--- src/hff_pkg.sv ---
// Shared types, operation codes, register-file map and the sequencer program
// of the HLLE face flux block. No dependencies.
package hff_pkg;

  typedef struct packed {
    logic        func;
    logic [63:0] density_left;
    logic [63:0] density_right;
    logic [63:0] momentum_left;
    logic [63:0] momentum_right;
    logic [63:0] energy_left;
    logic [63:0] energy_right;
    logic [63:0] pressure_left;
    logic [63:0] pressure_right;
    logic [62:0] sound_left;
    logic [62:0] sound_right;
  } in_item_t;

  typedef struct packed {
    logic [63:0] flux_mass;
    logic [63:0] flux_normal_momentum;
    logic [63:0] flux_energy;
    logic [63:0] flux_passive;
    logic        degenerate;
  } out_item_t;

  localparam logic FUNC_FACE    = 1'b0;
  localparam logic FUNC_PASSIVE = 1'b1;

  localparam int NWORDS   = 10;
  localparam int RF_DEPTH = 32;
  localparam int RF_AW    = 5;
  localparam int PC_W     = 7;

  // operation codes
  localparam logic [3:0] OP_ADD   = 4'd0;
  localparam logic [3:0] OP_SUB   = 4'd1;
  localparam logic [3:0] OP_MUL   = 4'd2;
  localparam logic [3:0] OP_DIV   = 4'd3;
  localparam logic [3:0] OP_SQRT  = 4'd4;
  localparam logic [3:0] OP_HALVE = 4'd5;
  localparam logic [3:0] OP_MIN   = 4'd6;
  localparam logic [3:0] OP_MAX   = 4'd7;
  localparam logic [3:0] OP_CLPN  = 4'd8;
  localparam logic [3:0] OP_CLPP  = 4'd9;
  localparam logic [3:0] OP_JZ    = 4'd10;
  localparam logic [3:0] OP_END   = 4'd11;

  // result field selects
  localparam logic [2:0] OS_NONE    = 3'd0;
  localparam logic [2:0] OS_MASS    = 3'd1;
  localparam logic [2:0] OS_MOM     = 3'd2;
  localparam logic [2:0] OS_ENERGY  = 3'd3;
  localparam logic [2:0] OS_PASSIVE = 3'd4;

  // register file map; the first ten match the order of the loaded words
  localparam logic [4:0] R_RL   = 5'd0;
  localparam logic [4:0] R_RR   = 5'd1;
  localparam logic [4:0] R_ML   = 5'd2;
  localparam logic [4:0] R_MR   = 5'd3;
  localparam logic [4:0] R_EL   = 5'd4;
  localparam logic [4:0] R_ER   = 5'd5;
  localparam logic [4:0] R_PL   = 5'd6;
  localparam logic [4:0] R_PR   = 5'd7;
  localparam logic [4:0] R_AL   = 5'd8;
  localparam logic [4:0] R_AR   = 5'd9;
  localparam logic [4:0] R_SL   = 5'd10;
  localparam logic [4:0] R_SR   = 5'd11;
  localparam logic [4:0] R_UL   = 5'd12;
  localparam logic [4:0] R_UR   = 5'd13;
  localparam logic [4:0] R_SQL  = 5'd14;
  localparam logic [4:0] R_SQR  = 5'd15;
  localparam logic [4:0] R_DEN  = 5'd16;
  localparam logic [4:0] R_ROEU = 5'd17;
  localparam logic [4:0] R_T1   = 5'd18;
  localparam logic [4:0] R_DU   = 5'd19;
  localparam logic [4:0] R_WW   = 5'd20;
  localparam logic [4:0] R_HA   = 5'd21;
  localparam logic [4:0] R_ROEA = 5'd22;
  localparam logic [4:0] R_DS   = 5'd23;
  localparam logic [4:0] R_SLSR = 5'd24;
  localparam logic [4:0] R_TA   = 5'd25;
  localparam logic [4:0] R_TB   = 5'd26;
  localparam logic [4:0] R_TC   = 5'd27;
  localparam logic [4:0] R_FL   = 5'd28;
  localparam logic [4:0] R_FR   = 5'd29;

  localparam logic [PC_W-1:0] PC_FACE    = 7'd0;
  localparam logic [PC_W-1:0] PC_PASSIVE = 7'd66;

  typedef struct packed {
    logic [3:0] op;
    logic [2:0] osel;
    logic [4:0] dst;
    logic [4:0] ra;
    logic [4:0] rb;
  } uop_t;

  typedef struct packed {
    logic       valid;
    logic       func;
  } head_t;

  typedef struct packed {
    logic       start;
    logic [3:0] op;
  } alu_req_t;

  function automatic uop_t mk(input logic [3:0] op, input logic [4:0] dst,
                              input logic [4:0] ra, input logic [4:0] rb,
                              input logic [2:0] osel);
    uop_t u;
    u.op   = op;
    u.osel = osel;
    u.dst  = dst;
    u.ra   = ra;
    u.rb   = rb;
    return u;
  endfunction

  function automatic uop_t rom(input logic [PC_W-1:0] pc);
    uop_t u;
    case (pc)
      // face: velocities and Roe averages
      7'd0:  u = mk(OP_SQRT,  R_SQL,  R_RL,   R_RL,   OS_NONE);
      7'd1:  u = mk(OP_SQRT,  R_SQR,  R_RR,   R_RR,   OS_NONE);
      7'd2:  u = mk(OP_DIV,   R_UL,   R_ML,   R_RL,   OS_NONE);
      7'd3:  u = mk(OP_DIV,   R_UR,   R_MR,   R_RR,   OS_NONE);
      7'd4:  u = mk(OP_ADD,   R_DEN,  R_SQL,  R_SQR,  OS_NONE);
      7'd5:  u = mk(OP_MUL,   R_TA,   R_SQL,  R_UL,   OS_NONE);
      7'd6:  u = mk(OP_MUL,   R_TB,   R_SQR,  R_UR,   OS_NONE);
      7'd7:  u = mk(OP_ADD,   R_TA,   R_TA,   R_TB,   OS_NONE);
      7'd8:  u = mk(OP_DIV,   R_ROEU, R_TA,   R_DEN,  OS_NONE);
      7'd9:  u = mk(OP_MUL,   R_TA,   R_AL,   R_AL,   OS_NONE);
      7'd10: u = mk(OP_MUL,   R_TA,   R_SQL,  R_TA,   OS_NONE);
      7'd11: u = mk(OP_MUL,   R_TB,   R_AR,   R_AR,   OS_NONE);
      7'd12: u = mk(OP_MUL,   R_TB,   R_SQR,  R_TB,   OS_NONE);
      7'd13: u = mk(OP_ADD,   R_TA,   R_TA,   R_TB,   OS_NONE);
      7'd14: u = mk(OP_DIV,   R_T1,   R_TA,   R_DEN,  OS_NONE);
      7'd15: u = mk(OP_SUB,   R_DU,   R_UR,   R_UL,   OS_NONE);
      7'd16: u = mk(OP_MUL,   R_TA,   R_SQL,  R_SQR,  OS_NONE);
      7'd17: u = mk(OP_HALVE, R_TA,   R_TA,   R_TA,   OS_NONE);
      7'd18: u = mk(OP_MUL,   R_TB,   R_DEN,  R_DEN,  OS_NONE);
      7'd19: u = mk(OP_DIV,   R_WW,   R_TA,   R_TB,   OS_NONE);
      7'd20: u = mk(OP_MUL,   R_TA,   R_WW,   R_DU,   OS_NONE);
      7'd21: u = mk(OP_MUL,   R_TA,   R_TA,   R_DU,   OS_NONE);
      7'd22: u = mk(OP_ADD,   R_TA,   R_T1,   R_TA,   OS_NONE);
      7'd23: u = mk(OP_SQRT,  R_ROEA, R_TA,   R_TA,   OS_NONE);
      7'd24: u = mk(OP_HALVE, R_HA,   R_ROEA, R_ROEA, OS_NONE);
      // wave-speed bounds
      7'd25: u = mk(OP_SUB,   R_TA,   R_UL,   R_AL,   OS_NONE);
      7'd26: u = mk(OP_SUB,   R_TB,   R_ROEU, R_HA,   OS_NONE);
      7'd27: u = mk(OP_MIN,   R_SL,   R_TA,   R_TB,   OS_NONE);
      7'd28: u = mk(OP_CLPN,  R_SL,   R_SL,   R_SL,   OS_NONE);
      7'd29: u = mk(OP_ADD,   R_TA,   R_ROEU, R_HA,   OS_NONE);
      7'd30: u = mk(OP_ADD,   R_TB,   R_UR,   R_AR,   OS_NONE);
      7'd31: u = mk(OP_MAX,   R_SR,   R_TA,   R_TB,   OS_NONE);
      7'd32: u = mk(OP_CLPP,  R_SR,   R_SR,   R_SR,   OS_NONE);
      7'd33: u = mk(OP_SUB,   R_DS,   R_SR,   R_SL,   OS_NONE);
      7'd34: u = mk(OP_JZ,    R_DS,   R_DS,   R_DS,   OS_NONE);
      7'd35: u = mk(OP_MUL,   R_SLSR, R_SL,   R_SR,   OS_NONE);
      // mass flux
      7'd36: u = mk(OP_MUL,   R_TA,   R_SR,   R_ML,   OS_NONE);
      7'd37: u = mk(OP_MUL,   R_TB,   R_SL,   R_MR,   OS_NONE);
      7'd38: u = mk(OP_SUB,   R_TA,   R_TA,   R_TB,   OS_NONE);
      7'd39: u = mk(OP_SUB,   R_TC,   R_RR,   R_RL,   OS_NONE);
      7'd40: u = mk(OP_MUL,   R_TB,   R_SLSR, R_TC,   OS_NONE);
      7'd41: u = mk(OP_ADD,   R_TA,   R_TA,   R_TB,   OS_NONE);
      7'd42: u = mk(OP_DIV,   R_TA,   R_TA,   R_DS,   OS_MASS);
      // normal momentum flux
      7'd43: u = mk(OP_MUL,   R_FL,   R_ML,   R_UL,   OS_NONE);
      7'd44: u = mk(OP_ADD,   R_FL,   R_FL,   R_PL,   OS_NONE);
      7'd45: u = mk(OP_MUL,   R_FR,   R_MR,   R_UR,   OS_NONE);
      7'd46: u = mk(OP_ADD,   R_FR,   R_FR,   R_PR,   OS_NONE);
      7'd47: u = mk(OP_MUL,   R_TA,   R_SR,   R_FL,   OS_NONE);
      7'd48: u = mk(OP_MUL,   R_TB,   R_SL,   R_FR,   OS_NONE);
      7'd49: u = mk(OP_SUB,   R_TA,   R_TA,   R_TB,   OS_NONE);
      7'd50: u = mk(OP_SUB,   R_TC,   R_MR,   R_ML,   OS_NONE);
      7'd51: u = mk(OP_MUL,   R_TB,   R_SLSR, R_TC,   OS_NONE);
      7'd52: u = mk(OP_ADD,   R_TA,   R_TA,   R_TB,   OS_NONE);
      7'd53: u = mk(OP_DIV,   R_TA,   R_TA,   R_DS,   OS_MOM);
      // energy flux
      7'd54: u = mk(OP_ADD,   R_FL,   R_EL,   R_PL,   OS_NONE);
      7'd55: u = mk(OP_MUL,   R_FL,   R_UL,   R_FL,   OS_NONE);
      7'd56: u = mk(OP_ADD,   R_FR,   R_ER,   R_PR,   OS_NONE);
      7'd57: u = mk(OP_MUL,   R_FR,   R_UR,   R_FR,   OS_NONE);
      7'd58: u = mk(OP_MUL,   R_TA,   R_SR,   R_FL,   OS_NONE);
      7'd59: u = mk(OP_MUL,   R_TB,   R_SL,   R_FR,   OS_NONE);
      7'd60: u = mk(OP_SUB,   R_TA,   R_TA,   R_TB,   OS_NONE);
      7'd61: u = mk(OP_SUB,   R_TC,   R_ER,   R_EL,   OS_NONE);
      7'd62: u = mk(OP_MUL,   R_TB,   R_SLSR, R_TC,   OS_NONE);
      7'd63: u = mk(OP_ADD,   R_TA,   R_TA,   R_TB,   OS_NONE);
      7'd64: u = mk(OP_DIV,   R_TA,   R_TA,   R_DS,   OS_ENERGY);
      7'd65: u = mk(OP_END,   R_TA,   R_TA,   R_TA,   OS_NONE);
      // passive quantity, advected with the stored bounds and velocities
      7'd66: u = mk(OP_SUB,   R_DS,   R_SR,   R_SL,   OS_NONE);
      7'd67: u = mk(OP_JZ,    R_DS,   R_DS,   R_DS,   OS_NONE);
      7'd68: u = mk(OP_MUL,   R_SLSR, R_SL,   R_SR,   OS_NONE);
      7'd69: u = mk(OP_MUL,   R_FL,   R_UL,   R_RL,   OS_NONE);
      7'd70: u = mk(OP_MUL,   R_FR,   R_UR,   R_RR,   OS_NONE);
      7'd71: u = mk(OP_MUL,   R_TA,   R_SR,   R_FL,   OS_NONE);
      7'd72: u = mk(OP_MUL,   R_TB,   R_SL,   R_FR,   OS_NONE);
      7'd73: u = mk(OP_SUB,   R_TA,   R_TA,   R_TB,   OS_NONE);
      7'd74: u = mk(OP_SUB,   R_TC,   R_RR,   R_RL,   OS_NONE);
      7'd75: u = mk(OP_MUL,   R_TB,   R_SLSR, R_TC,   OS_NONE);
      7'd76: u = mk(OP_ADD,   R_TA,   R_TA,   R_TB,   OS_NONE);
      7'd77: u = mk(OP_DIV,   R_TA,   R_TA,   R_DS,   OS_PASSIVE);
      default: u = mk(OP_END, R_TA,   R_TA,   R_TA,   OS_NONE);
    endcase
    return u;
  endfunction

endpackage

--- src/hff_front.sv ---
// Front end: accepts items, saturates fields to the word width and queues
// them (two entries) for the sequencer. Depends on hff_pkg.
module hff_front #(
  parameter int WORD_BITS = 64
) (
  input  logic                                          clk,
  input  logic                                          rst,
  input  logic                                          in_valid,
  output logic                                          in_stall,
  input  hff_pkg::in_item_t                             in_item,
  output hff_pkg::head_t                                head,
  output logic [hff_pkg::NWORDS-1:0][WORD_BITS-1:0]     words,
  input  logic                                          pop
);

  localparam int W = WORD_BITS;

  function automatic logic [W-1:0] sat_in(input logic [63:0] v);
    logic [W-1:0] r;
    if ((&v[63:W-1]) || !(|v[63:W-1])) r = v[W-1:0];
    else if (v[63])                    r = {1'b1, {(W-1){1'b0}}};
    else                               r = {1'b0, {(W-1){1'b1}}};
    return r;
  endfunction

  logic [hff_pkg::NWORDS-1:0][W-1:0] in_words;
  logic [hff_pkg::NWORDS-1:0][W-1:0] slot_words [2];
  logic                              slot_func  [2];
  logic [1:0]                        count;
  logic                              wr_ptr;
  logic                              rd_ptr;
  logic                              push;

  always_comb begin
    in_words[hff_pkg::R_RL] = sat_in(in_item.density_left);
    in_words[hff_pkg::R_RR] = sat_in(in_item.density_right);
    in_words[hff_pkg::R_ML] = sat_in(in_item.momentum_left);
    in_words[hff_pkg::R_MR] = sat_in(in_item.momentum_right);
    in_words[hff_pkg::R_EL] = sat_in(in_item.energy_left);
    in_words[hff_pkg::R_ER] = sat_in(in_item.energy_right);
    in_words[hff_pkg::R_PL] = sat_in(in_item.pressure_left);
    in_words[hff_pkg::R_PR] = sat_in(in_item.pressure_right);
    in_words[hff_pkg::R_AL] = sat_in({1'b0, in_item.sound_left});
    in_words[hff_pkg::R_AR] = sat_in({1'b0, in_item.sound_right});
  end

  assign in_stall   = count == 2'd2;
  assign push       = in_valid && !in_stall;
  assign head.valid = count != 2'd0;
  assign head.func  = slot_func[rd_ptr];
  assign words      = slot_words[rd_ptr];

  always_ff @(posedge clk) begin
    if (rst) begin
      count  <= 2'd0;
      wr_ptr <= 1'b0;
      rd_ptr <= 1'b0;
    end else begin
      if (push) begin
        slot_words[wr_ptr] <= in_words;
        slot_func[wr_ptr]  <= in_item.func;
        wr_ptr             <= !wr_ptr;
      end
      if (pop) begin
        rd_ptr <= !rd_ptr;
      end
      case ({push, pop})
        2'b10:   count <= count + 2'd1;
        2'b01:   count <= count - 2'd1;
        default: count <= count;
      endcase
    end
  end

endmodule

--- config.mk ---
export PLATFORM = sky130hd
export DESIGN_NAME = hff_front
export DESIGN_NICKNAME = d
export VERILOG_FILES = /design/src/hff_pkg.sv /design/src/hff_front.sv
export SDC_FILE = /design/constraint.sdc
export NUM_CORES = 1
export LEC_CHECK = 0
export ABC_CLOCK_PERIOD_IN_PS = 88300
export BUFFER_PORTS_ARGS = -buffer_cell sky130_fd_sc_hd__clkbuf_2
export CAP_MARGIN = 0
export CORE_AREA = 2 2 505 507
export DETAILED_ROUTE_END_ITERATION = 12
export DIE_AREA = 0 0 507 509
export PLACE_DENSITY = 0.42
export SYNTH_ARGS = -nofsm -noshare
export SYNTH_HDL_FRONTEND = slang
export SYNTH_SLANG_ARGS = --single-unit
--- constraint.sdc ---
create_clock -name clk -period 88.3 [get_ports clk]
set_input_delay 0 -clock clk [delete_from_list [all_inputs] [get_ports clk]]
set_output_delay 0 -clock clk [all_outputs]
set_load 0.01 [all_outputs]
==> results of run 1 <==
what timing repair did:
item,in CTS,in global routing
endpoints found under the setup margin,0,0
hold buffers,1209,0
buffers inserted,0,0
endpoints found under the hold margin,1301,0
resized for setup,0,0
how the worst min path moves through the flow:
stage               cells after the start            endpoint    startpoint
floorplan                               1            count[1]           rst
global route                            2  slot_words[0][520]   in_item[71]
global placement                        1  slot_words[0][604]   in_item[29]
CTS                                     2  slot_words[0][499]  in_item[177]
finish                                  2   slot_words[0][73]  in_item[519]
detailed placement                      1  slot_words[0][426]  in_item[232]
per-stage QoR:
step / cells / power [mW] / util, % / setup slack [ns]
floorplan: 2016 / 0.8916 / - / 39.21
global placement: 6626 / 0.9131 / 23.34 / 82.68
detailed placement: 6626 / 0.9139 / 23.34 / 82.63
CTS: 8101 / 1.570 / 30.00 / 81.74
global route: 8120 / 1.603 / 30.02 / 81.54
finish: 8140 / 1.543 / 30.04 / 81.89
state kept, by name, summed over array words and instances (netlist names), named ones only:
signal,flops
rd_ptr,1
slot_func,2
slot_words,1276
wr_ptr,1
count,2
synth_stat cells:
master	count	share of area (%)
xnor2_1	2	0.035
buf_6	3	0.068
mux2_4	600	18
nand2b_1	1	0.013
xor2_1	1	0.018
edfxtp_1	1278	78
mux2_2	39	0.89
nor2_1	3	0.023
buf_12	66	2.7
nor3_1	1	0.010
a21oi_1	2	0.020
nor3b_1	1	0.015
conb_1	1	0.0076
o21ai_0	2	0.020
buf_4	4	0.061
ha_1	1	0.025
or2_2	1	0.013
nor2b_1	1	0.013
inv_1	1	0.0076
dfxtp_1	5	0.20
or3_1	2	0.025
per-layer routing:
metal	vias up	part of all wire, %	wire [µm]	global-route usage (%)
met5	-	0.11	195	0
met4	30	2.8	4808	4.341
met3	258	11	18870	6.327
met2	1197	48	83040	21.15
met1	14750	38	66290	14.21
li1	13360	-	-	-
critical path, cell delays in order, from the launching register on:
cell	delay, ns
dfxtp_4	0.65
buf_4	0.88
buf_12	0.63
buf_4	0.80
buf_4	0.90
buf_4	0.81
mux2_4	0.35
clkbuf_2	0.13
power by group:
group          internal (mW)  switching, mW
clock                  0.341          0.259
combinational          0.116          0.111
sequential             0.707        0.00888
total                   1.16          0.379
final cells by class:
type                       count  area (µm²)
tap                         3366        4212
clock inverter                89       887.1
inverter                       1       3.754
antenna                       39       97.59
timing repair buffer        2526       18820
multi-input combinational    659        9579
clock buffer                 177        3855
sequential                  1283       38480
fill                       25530      176800
kinds of logic (layout without fill, tap and decap cells):
group	Yosys count	count (layout)	synth area share [%]
multiplexers	639	639	19.11
other	1	41	0.007586
buffers and inverters	74	2793	2.810
AO/OA/AOI/OAI	4	4	0.04050
adder cells (fa/ha/maj)	1	1	0.02531
XOR/XNOR	3	3	0.05316
flip-flops	1283	1283	77.84
AND/OR/NAND/NOR	10	10	0.1114
==> impl_metrics.env, run 1 <==
export IMPL_r2r_end="slot_words[0][431]"
export IMPL_fp_dieH_um=509
export IMPL_antenna_found_initial=61
export IMPL_worstReg2RegStart="count[0]"
export IMPL_drc_errors=0
export IMPL_fp_row_count=185
export IMPL_path_class="reg -> out"
export IMPL_setup_tns_ns=0
export IMPL_peakVddDrop_v=0.00001740
export IMPL_min_path_type="in -> reg"
export IMPL_synthDistinctLibCells=21
export IMPL_dr_total_vias=29590
export IMPL_yosysSeqAreaShare_pct=77.84
export IMPL_synth_area_um2=49430
export IMPL_drtAntennaViolNets=0
export IMPL_die_w_um=507
export IMPL_path_clk_slew_ns=0.06
export IMPL_via_per_inst=3.636
export IMPL_grt_ovfl_total=0
export IMPL_grt_max_degree=118
export IMPL_grt_pass1_wl_um=234300
export IMPL_nets=5263
export IMPL_fp_dieArea_um2=258100
export IMPL_synth_seq_cells=1283
export IMPL_h_tree_depth=4
export IMPL_finalCritPeriodShare_pct=7.261
export IMPL_cap_viol_max_count=0
export IMPL_core_area_um2=252800
export IMPL_worstPathRequired_ns=88.30
export IMPL_avgSynthCellArea_um2=24.53
export IMPL_fin_skew_ns=0.02698
export IMPL_wl_per_cell_um=21.28
export IMPL_p_per_area_nw_per_um2=20.31
export IMPL_gr_usage_all_layers_pct=12.78
export IMPL_fmax_ghz=0.1560
export IMPL_maxSlewViolCount=0
export IMPL_leakage_nw=29.31
export IMPL_setup_violations=0
export IMPL_clockRootBuffer="clkbuf_16"
export IMPL_pin_count=1286
export IMPL_fin_crit_ns=6.411
export IMPL_status="completed"
export IMPL_wl_um=173200
export IMPL_hpwlAfterDp_um=127700
export IMPL_final_cell_mix="clkbuf_2 (1283), edfxtp_1 (1278), dlygate4sd3_1 (1209)"
export IMPL_area_growth_pct=53.61
export IMPL_first_pass_iters=5
export IMPL_drive_above_1_share_pct=45.66
export IMPL_relSlewSlack_pct=12.65
export IMPL_clock_sinks=1283
export IMPL_grt_pass1_vias=31150
export IMPL_final_common_cell="clkbuf_2"
export IMPL_cp_max_fo=111
export IMPL_initial_utilization_pct=19.56
export IMPL_place_area_um2=58990
export IMPL_routabilityCongestion=0.8145
export IMPL_rr_worst_depth=8
export IMPL_tritoncts="built"
export IMPL_clk_path_buf_depth=3
export IMPL_hold_viol=0
export IMPL_worstSetupStartpointType="flip-flop"
export IMPL_endpoint="words[162]"
export IMPL_cts_buffers=148
export IMPL_final_area_um2=75930
export IMPL_hold_slack_ns=0.05153
export IMPL_rrSetupSlack_ns=82.80
export IMPL_insertion_delay_ns=0.78
export IMPL_drt_iter0_drc=1802
export IMPL_end_kind="primary output"
export IMPL_worst_pin_slew_ns=1.310
export IMPL_yosys_warnings=0
export IMPL_rsz0062_at_grt="false"
export IMPL_port_buffers=1283
export IMPL_arrival_ns=6.41
export IMPL_netlist_instances=2015
(Power assumes the default switching activity.)
==> run 2: changes to the inputs <==
ABC_CLOCK_PERIOD_IN_PS = 6200   (was 88300)
clock period = 6.2 ns   (was 88.3 ns; I/O delays follow)
==> run 2 against run 1 <==
Against the previous run: clock-buffer cell count is 11 higher; critical path type unchanged; final area hardly changed; worst hold slack better by 0.013 ns; cell count is 0.32% lower; clock skew is 0.010 ns higher; flip-flop and latch count stayed put; largest cell class unchanged; critical endpoint is now words[0]; wire length is 0.16% higher; worst setup slack worse by 79 ns.
==> impl_metrics.env, run 2 (synthesis results as in run 1) <==
export IMPL_status="completed"
export IMPL_post_place_ws_ns=3.355
export IMPL_postCtsHoldBufs=1172
export IMPL_antenna_found_initial=54
export IMPL_p_per_area_nw_per_um2=291.4
export IMPL_largest_reg_flops=1276
export IMPL_clockRootBuffer="clkbuf_16"
export IMPL_switching_share_pct=24.31
export IMPL_fmax_ghz=0.2983
export IMPL_drive_above_1_share_pct=46.17
export IMPL_grt_pass1_wl_um=237000
export IMPL_power_frac_comb_pct=14.6
export IMPL_leakage_nw=29.31
export IMPL_clk_path_buf_depth=3
export IMPL_hold_viol=0
export IMPL_timing_final_ws_setup_ns=2.848
export IMPL_finish_utilization_pct=30.03
export IMPL_fin_crit_ns=3.352
export IMPL_worstPathRequired_ns=6.20
export IMPL_hold_slack_ns=0.06478
export IMPL_fin_skew_ns=0.03745
export IMPL_nFillCells=25350
export IMPL_tritoncts="built"
export IMPL_cts_resized=0
export IMPL_path_class="reg -> out"
export IMPL_clock_power_share_pct=39.3
export IMPL_layout_cells_non_filler=8114
export IMPL_slowest_delay_ns=0.71
export IMPL_seqPwrFrac_pct=46.1
export IMPL_cts_buffers=151
export IMPL_drc_errors=0
export IMPL_first_pass_iters=5
export IMPL_place_area_um2=59260
export IMPL_hpwlAfterDp_um=128600
export IMPL_pin_count=1286
export IMPL_initial_utilization_pct=19.56
export IMPL_drtAntennaViolNets=0
export IMPL_die_w_um=507
export IMPL_grt_ovfl_total=0
export IMPL_path_clk_slew_ns=0.06
export IMPL_finalCritPeriodShare_pct=54.06
export IMPL_cap_viol_max_count=0
export IMPL_fp_dieH_um=509
export IMPL_routabilityCongestion=0.8069
export IMPL_drt_iter0_drc=1877
export IMPL_wl_um=173500
export IMPL_gr_usage_all_layers_pct=12.90
export IMPL_fp_dieArea_um2=258100
export IMPL_worst_path_most_repeated_cell="buf_4"
export IMPL_h_tree_depth=4
export IMPL_rsz0062_at_grt="false"
export IMPL_worst_pin_slew_ns=1.150
export IMPL_place_inst=6638
export IMPL_via_per_inst=3.654
export IMPL_port_buffers=1283
export IMPL_maxSlewViolCount=0
export IMPL_fp_row_count=185
export IMPL_post_cts_repair_setup_buffers=0
export IMPL_regMostFlops="slot_words"
export IMPL_cp_max_fo=33
export IMPL_area_growth_pct=53.57
export IMPL_arrival_ns=3.35
export IMPL_core_area_um2=252800
export IMPL_top_regs="slot_words x1276, count x2, slot_func x2"
export IMPL_nets=5241
export IMPL_total_power_mw=22.12
export IMPL_setup_violations=0
export IMPL_end_kind="primary output"
export IMPL_insertion_delay_ns=0.77
export IMPL_min_path_type="in -> reg"
export IMPL_switching_power_mw=5.378
export IMPL_setup_tns_ns=0
export IMPL_final_area_um2=75910
export IMPL_peakVddDrop_v=0.0002237
export IMPL_grt_max_degree=132
export IMPL_clock_sinks=1283
export IMPL_final_common_cell="clkbuf_2"
export IMPL_grt_pass1_vias=31570
export IMPL_relSlewSlack_pct=23.34
export IMPL_path_cells="buf_4 -> buf_4 -> mux2_2 -> clkbuf_2"
export IMPL_dr_total_vias=29650
export IMPL_rrSetupSlack_ns=3.46
export IMPL_worstSetupStartpointType="flip-flop"
export IMPL_critPathSlowestCell="dfxtp_4"
export IMPL_wl_per_cell_um=21.38
export IMPL_p_int_mw=16.74
export IMPL_final_cell_mix="clkbuf_2 (1283), edfxtp_1 (1278), dlygate4sd3_1 (1172)"
-- run 2: cell types whose count changed in the layout (fill, tap and decap cells not counted), sizes merged --
cell / before / now
dlygate4sd3: 1209 / 1172
buf: 34 / 46
clkinv: 72 / 60
clkbuf: 1460 / 1471
diode: 39 / 33
inv: 4 / 9
bufinv: 9 / 12
clkinvlp: 5 / 3
-- run 2: metal layers --
metal | share of wire [%] | GRT usage, %
met3 | 10 | 5.722
met1 | 40 | 15.07
met2 | 47 | 20.91
met5 | 0.074 | 0.2963
met4 | 3.0 | 4.498
-- run 2: final timing paths --
| kind | endpoint | cells past startpoint | startpoint |
|---|---|---|---|
| setup / recovery | words[0] | 4 | flip-flop |
| hold / removal | slot_words[0][397] | 2 | in_item[203] |
| setup reg to reg | slot_words[1][322] | 5 | count[1] |
| hold reg to reg | count[1] | 2 | count[1] |
-- run 2: critical path: cells and delay by family (launching register included) --
family | cells | cell delay [ns]
buffers and inverters | 3 | 1.39
DFF | 1 | 0.71
muxes | 1 | 0.40
-- run 2: power groups by stage --
stage	clock network (mW)	registers (mW)	logic, mW
finish	8.70	10.2	3.23
global route	9.34	10.2	3.45
CTS	9.01	10.2	3.30
detailed placement	0	10.4	2.64
global placement	0	10.4	2.64
floorplan	0	10.6	1.57
-- run 2: cell type report --
cell class / count / area [µm²] / share of cell area [%]
antenna: 33 / 82.58 / 0.1088
clock buffer: 188 / 3918 / 5.161
clock inverter: 83 / 919.6 / 1.211
inverter: 1 / 3.754 / 0.004945
multi-input combinational: 659 / 9607 / 12.66
sequential: 1283 / 38480 / 50.69
tap: 3366 / 4212 / 5.548
timing repair buffer: 2501 / 18690 / 24.62
==> run 3: changes to the inputs <==
ABC_CLOCK_PERIOD_IN_PS = 3400   (was 6200)
clock period = 3.4 ns   (was 6.2 ns; I/O delays follow)
==> run 3 against run 2 <==
Against the previous run: combinational power grew 89%; via count increased by 0.51%; cell count is 0.53% higher; die area unchanged; flip-flop and latch count did not move; clock-buffer cell count increased by 4; sequential power increased by 82%; clock skew fell by 0.00079 ns; first-iteration DRC count shrank 14%; core utilization grew 0.21 points; critical path depth is the same; critical path type unchanged.
==> impl_metrics.env, run 3 (synthesis results as in run 1) <==
export IMPL_worstReg2RegStart="count[1]"
export IMPL_finalCritPeriodShare_pct=84.18
export IMPL_via_per_inst=3.653
export IMPL_worst_pin_slew_ns=0.8438
export IMPL_top_regs="slot_words x1276, count x2, slot_func x2"
export IMPL_hold_path_startpoint="in_item[247]"
export IMPL_port_buffers=1283
export IMPL_timing_final_ws_setup_ns=0.5377
export IMPL_wl_um=176200
export IMPL_leakage_nw=29.59
export IMPL_cts_buffers=151
export IMPL_arrival_ns=2.86
export IMPL_drive_above_1_share_pct=46.89
export IMPL_fp_dieH_um=509
export IMPL_critPathSlowestCell="dfxtp_4"
export IMPL_hpwlAfterDp_um=132500
export IMPL_relSlewSlack_pct=43.74
export IMPL_fin_crit_ns=2.862
export IMPL_end_kind="primary output"
export IMPL_drc_errors=0
export IMPL_drt_iter0_drc=1623
export IMPL_insertion_delay_ns=0.77
export IMPL_setup_violations=0
export IMPL_dr_total_vias=29800
export IMPL_final_cell_mix="clkbuf_2 (1283), edfxtp_1 (1278), dlygate4sd3_1 (1163)"
export IMPL_clock_sinks=1283
export IMPL_h_tree_depth=4
export IMPL_first_pass_iters=5
export IMPL_nets=5283
export IMPL_routabilityCongestion=0.7786
export IMPL_path_clk_slew_ns=0.05
export IMPL_grt_pass1_vias=31640
export IMPL_cp_max_fo=31
export IMPL_die_w_um=507
export IMPL_rsz0062_at_grt="false"
export IMPL_hold_slack_ns=0.05504
export IMPL_fp_dieArea_um2=258100
export IMPL_pin_count=1286
export IMPL_area_growth_pct=54.65
export IMPL_maxSlewViolCount=0
export IMPL_clockRootBuffer="clkbuf_16"
export IMPL_grt_ovfl_total=0
export IMPL_fp_row_count=185
export IMPL_clk_path_buf_depth=3
export IMPL_switching_power_mw=9.841
export IMPL_regMostFlops="slot_words"
export IMPL_fmax_ghz=0.3494
export IMPL_place_area_um2=59980
export IMPL_p_per_area_nw_per_um2=526.5
export IMPL_final_common_cell="clkbuf_2"
export IMPL_worst_path_most_repeated_cell="buf_12"
export IMPL_gr_usage_all_layers_pct=13.09
export IMPL_post_place_ws_ns=1.121
export IMPL_slowest_delay_ns=0.87
export IMPL_worstPathRequired_ns=3.40
export IMPL_path_class="reg -> out"
export IMPL_peakVddDrop_v=0.0003928
export IMPL_fin_skew_ns=0.03666
export IMPL_grt_max_degree=93
export IMPL_layout_cells_non_filler=8157
export IMPL_largest_reg_flops=1276
export IMPL_seqPwrFrac_pct=46.1
export IMPL_p_int_mw=30.41
export IMPL_final_area_um2=76450
export IMPL_status="completed"
export IMPL_grt_pass1_wl_um=239300
export IMPL_setup_tns_ns=0
export IMPL_hold_viol=0
export IMPL_drtAntennaViolNets=0
export IMPL_switching_share_pct=24.45
export IMPL_worstSetupStartpointType="flip-flop"
export IMPL_min_path_type="in -> reg"
export IMPL_cts_resized=0
export IMPL_clock_power_share_pct=38.7
export IMPL_antenna_found_initial=81
export IMPL_power_frac_comb_pct=15.1
export IMPL_path_cells="buf_12 -> buf_12 -> mux2_4 -> clkbuf_2"
export IMPL_core_area_um2=252800
export IMPL_tritoncts="built"
export IMPL_cap_viol_max_count=0
export IMPL_wl_per_cell_um=21.60
export IMPL_place_inst=6689
export IMPL_initial_utilization_pct=19.56
run 3: timing repair:
item                                     CTS  global route
hold endpoints to repair                1394             0
hold buffers                            1163             0
endpoints found under the setup margin     0             0
buffers inserted                           0             0
run 3: power groups by stage:
stage,registers (mW),clock network [mW],logic [mW]
after floorplan,19.3,0,2.87
after global placement,18.9,0,5.01
after detailed placement,18.9,0,5.01
after CTS,18.6,16.2,6.22
after global routing,18.6,16.7,6.49
final,18.6,15.6,6.09
run 3: cell type report:
cell class | count | area, µm²
Tap cell | 3366 | 4212
Sequential cell | 1283 | 38480
Timing Repair Buffer | 2543 | 19320
Fill cell | 25430 | 176300
Multi-Input combinational cell | 659 | 9607
Clock inverter | 80 | 726.9
Antenna cell | 33 | 82.58
Inverter | 1 | 3.754
Clock buffer | 192 | 4018
run 3: final timing paths:
path,endpoint,slack [ns],cells after the start
hold reg to reg,rd_ptr,0.51,2
hold / removal,slot_words[0][441],0.06,2
setup reg to reg,slot_words[1][444],1.17,5
setup / recovery,words[615],0.54,4
run 3: layer usage:
metal | GRT usage (%) | up-vias | routed length [µm]
li1 | - | 13400 | -
met1 | 15.24 | 14870 | 70220
met2 | 21.43 | 1177 | 82790
met3 | 5.747 | 328 | 17600
met4 | 4.374 | 32 | 5342
met5 | 0 | - | 193
run 3: worst max-delay path, delay by kind of cell (launching register included):
kind | cells | cell delay (ns)
flip-flops | 1 | 0.87
multiplexers | 1 | 0.34
buffers and inverters | 3 | 0.74
run 3: stage by stage:
stage	power [mW]	utilization, %
finish	40.25	30.24
global route	41.81	30.23
CTS	40.96	30.21
detailed placement	23.91	23.73
global placement	23.89	23.73
floorplan	22.16	-
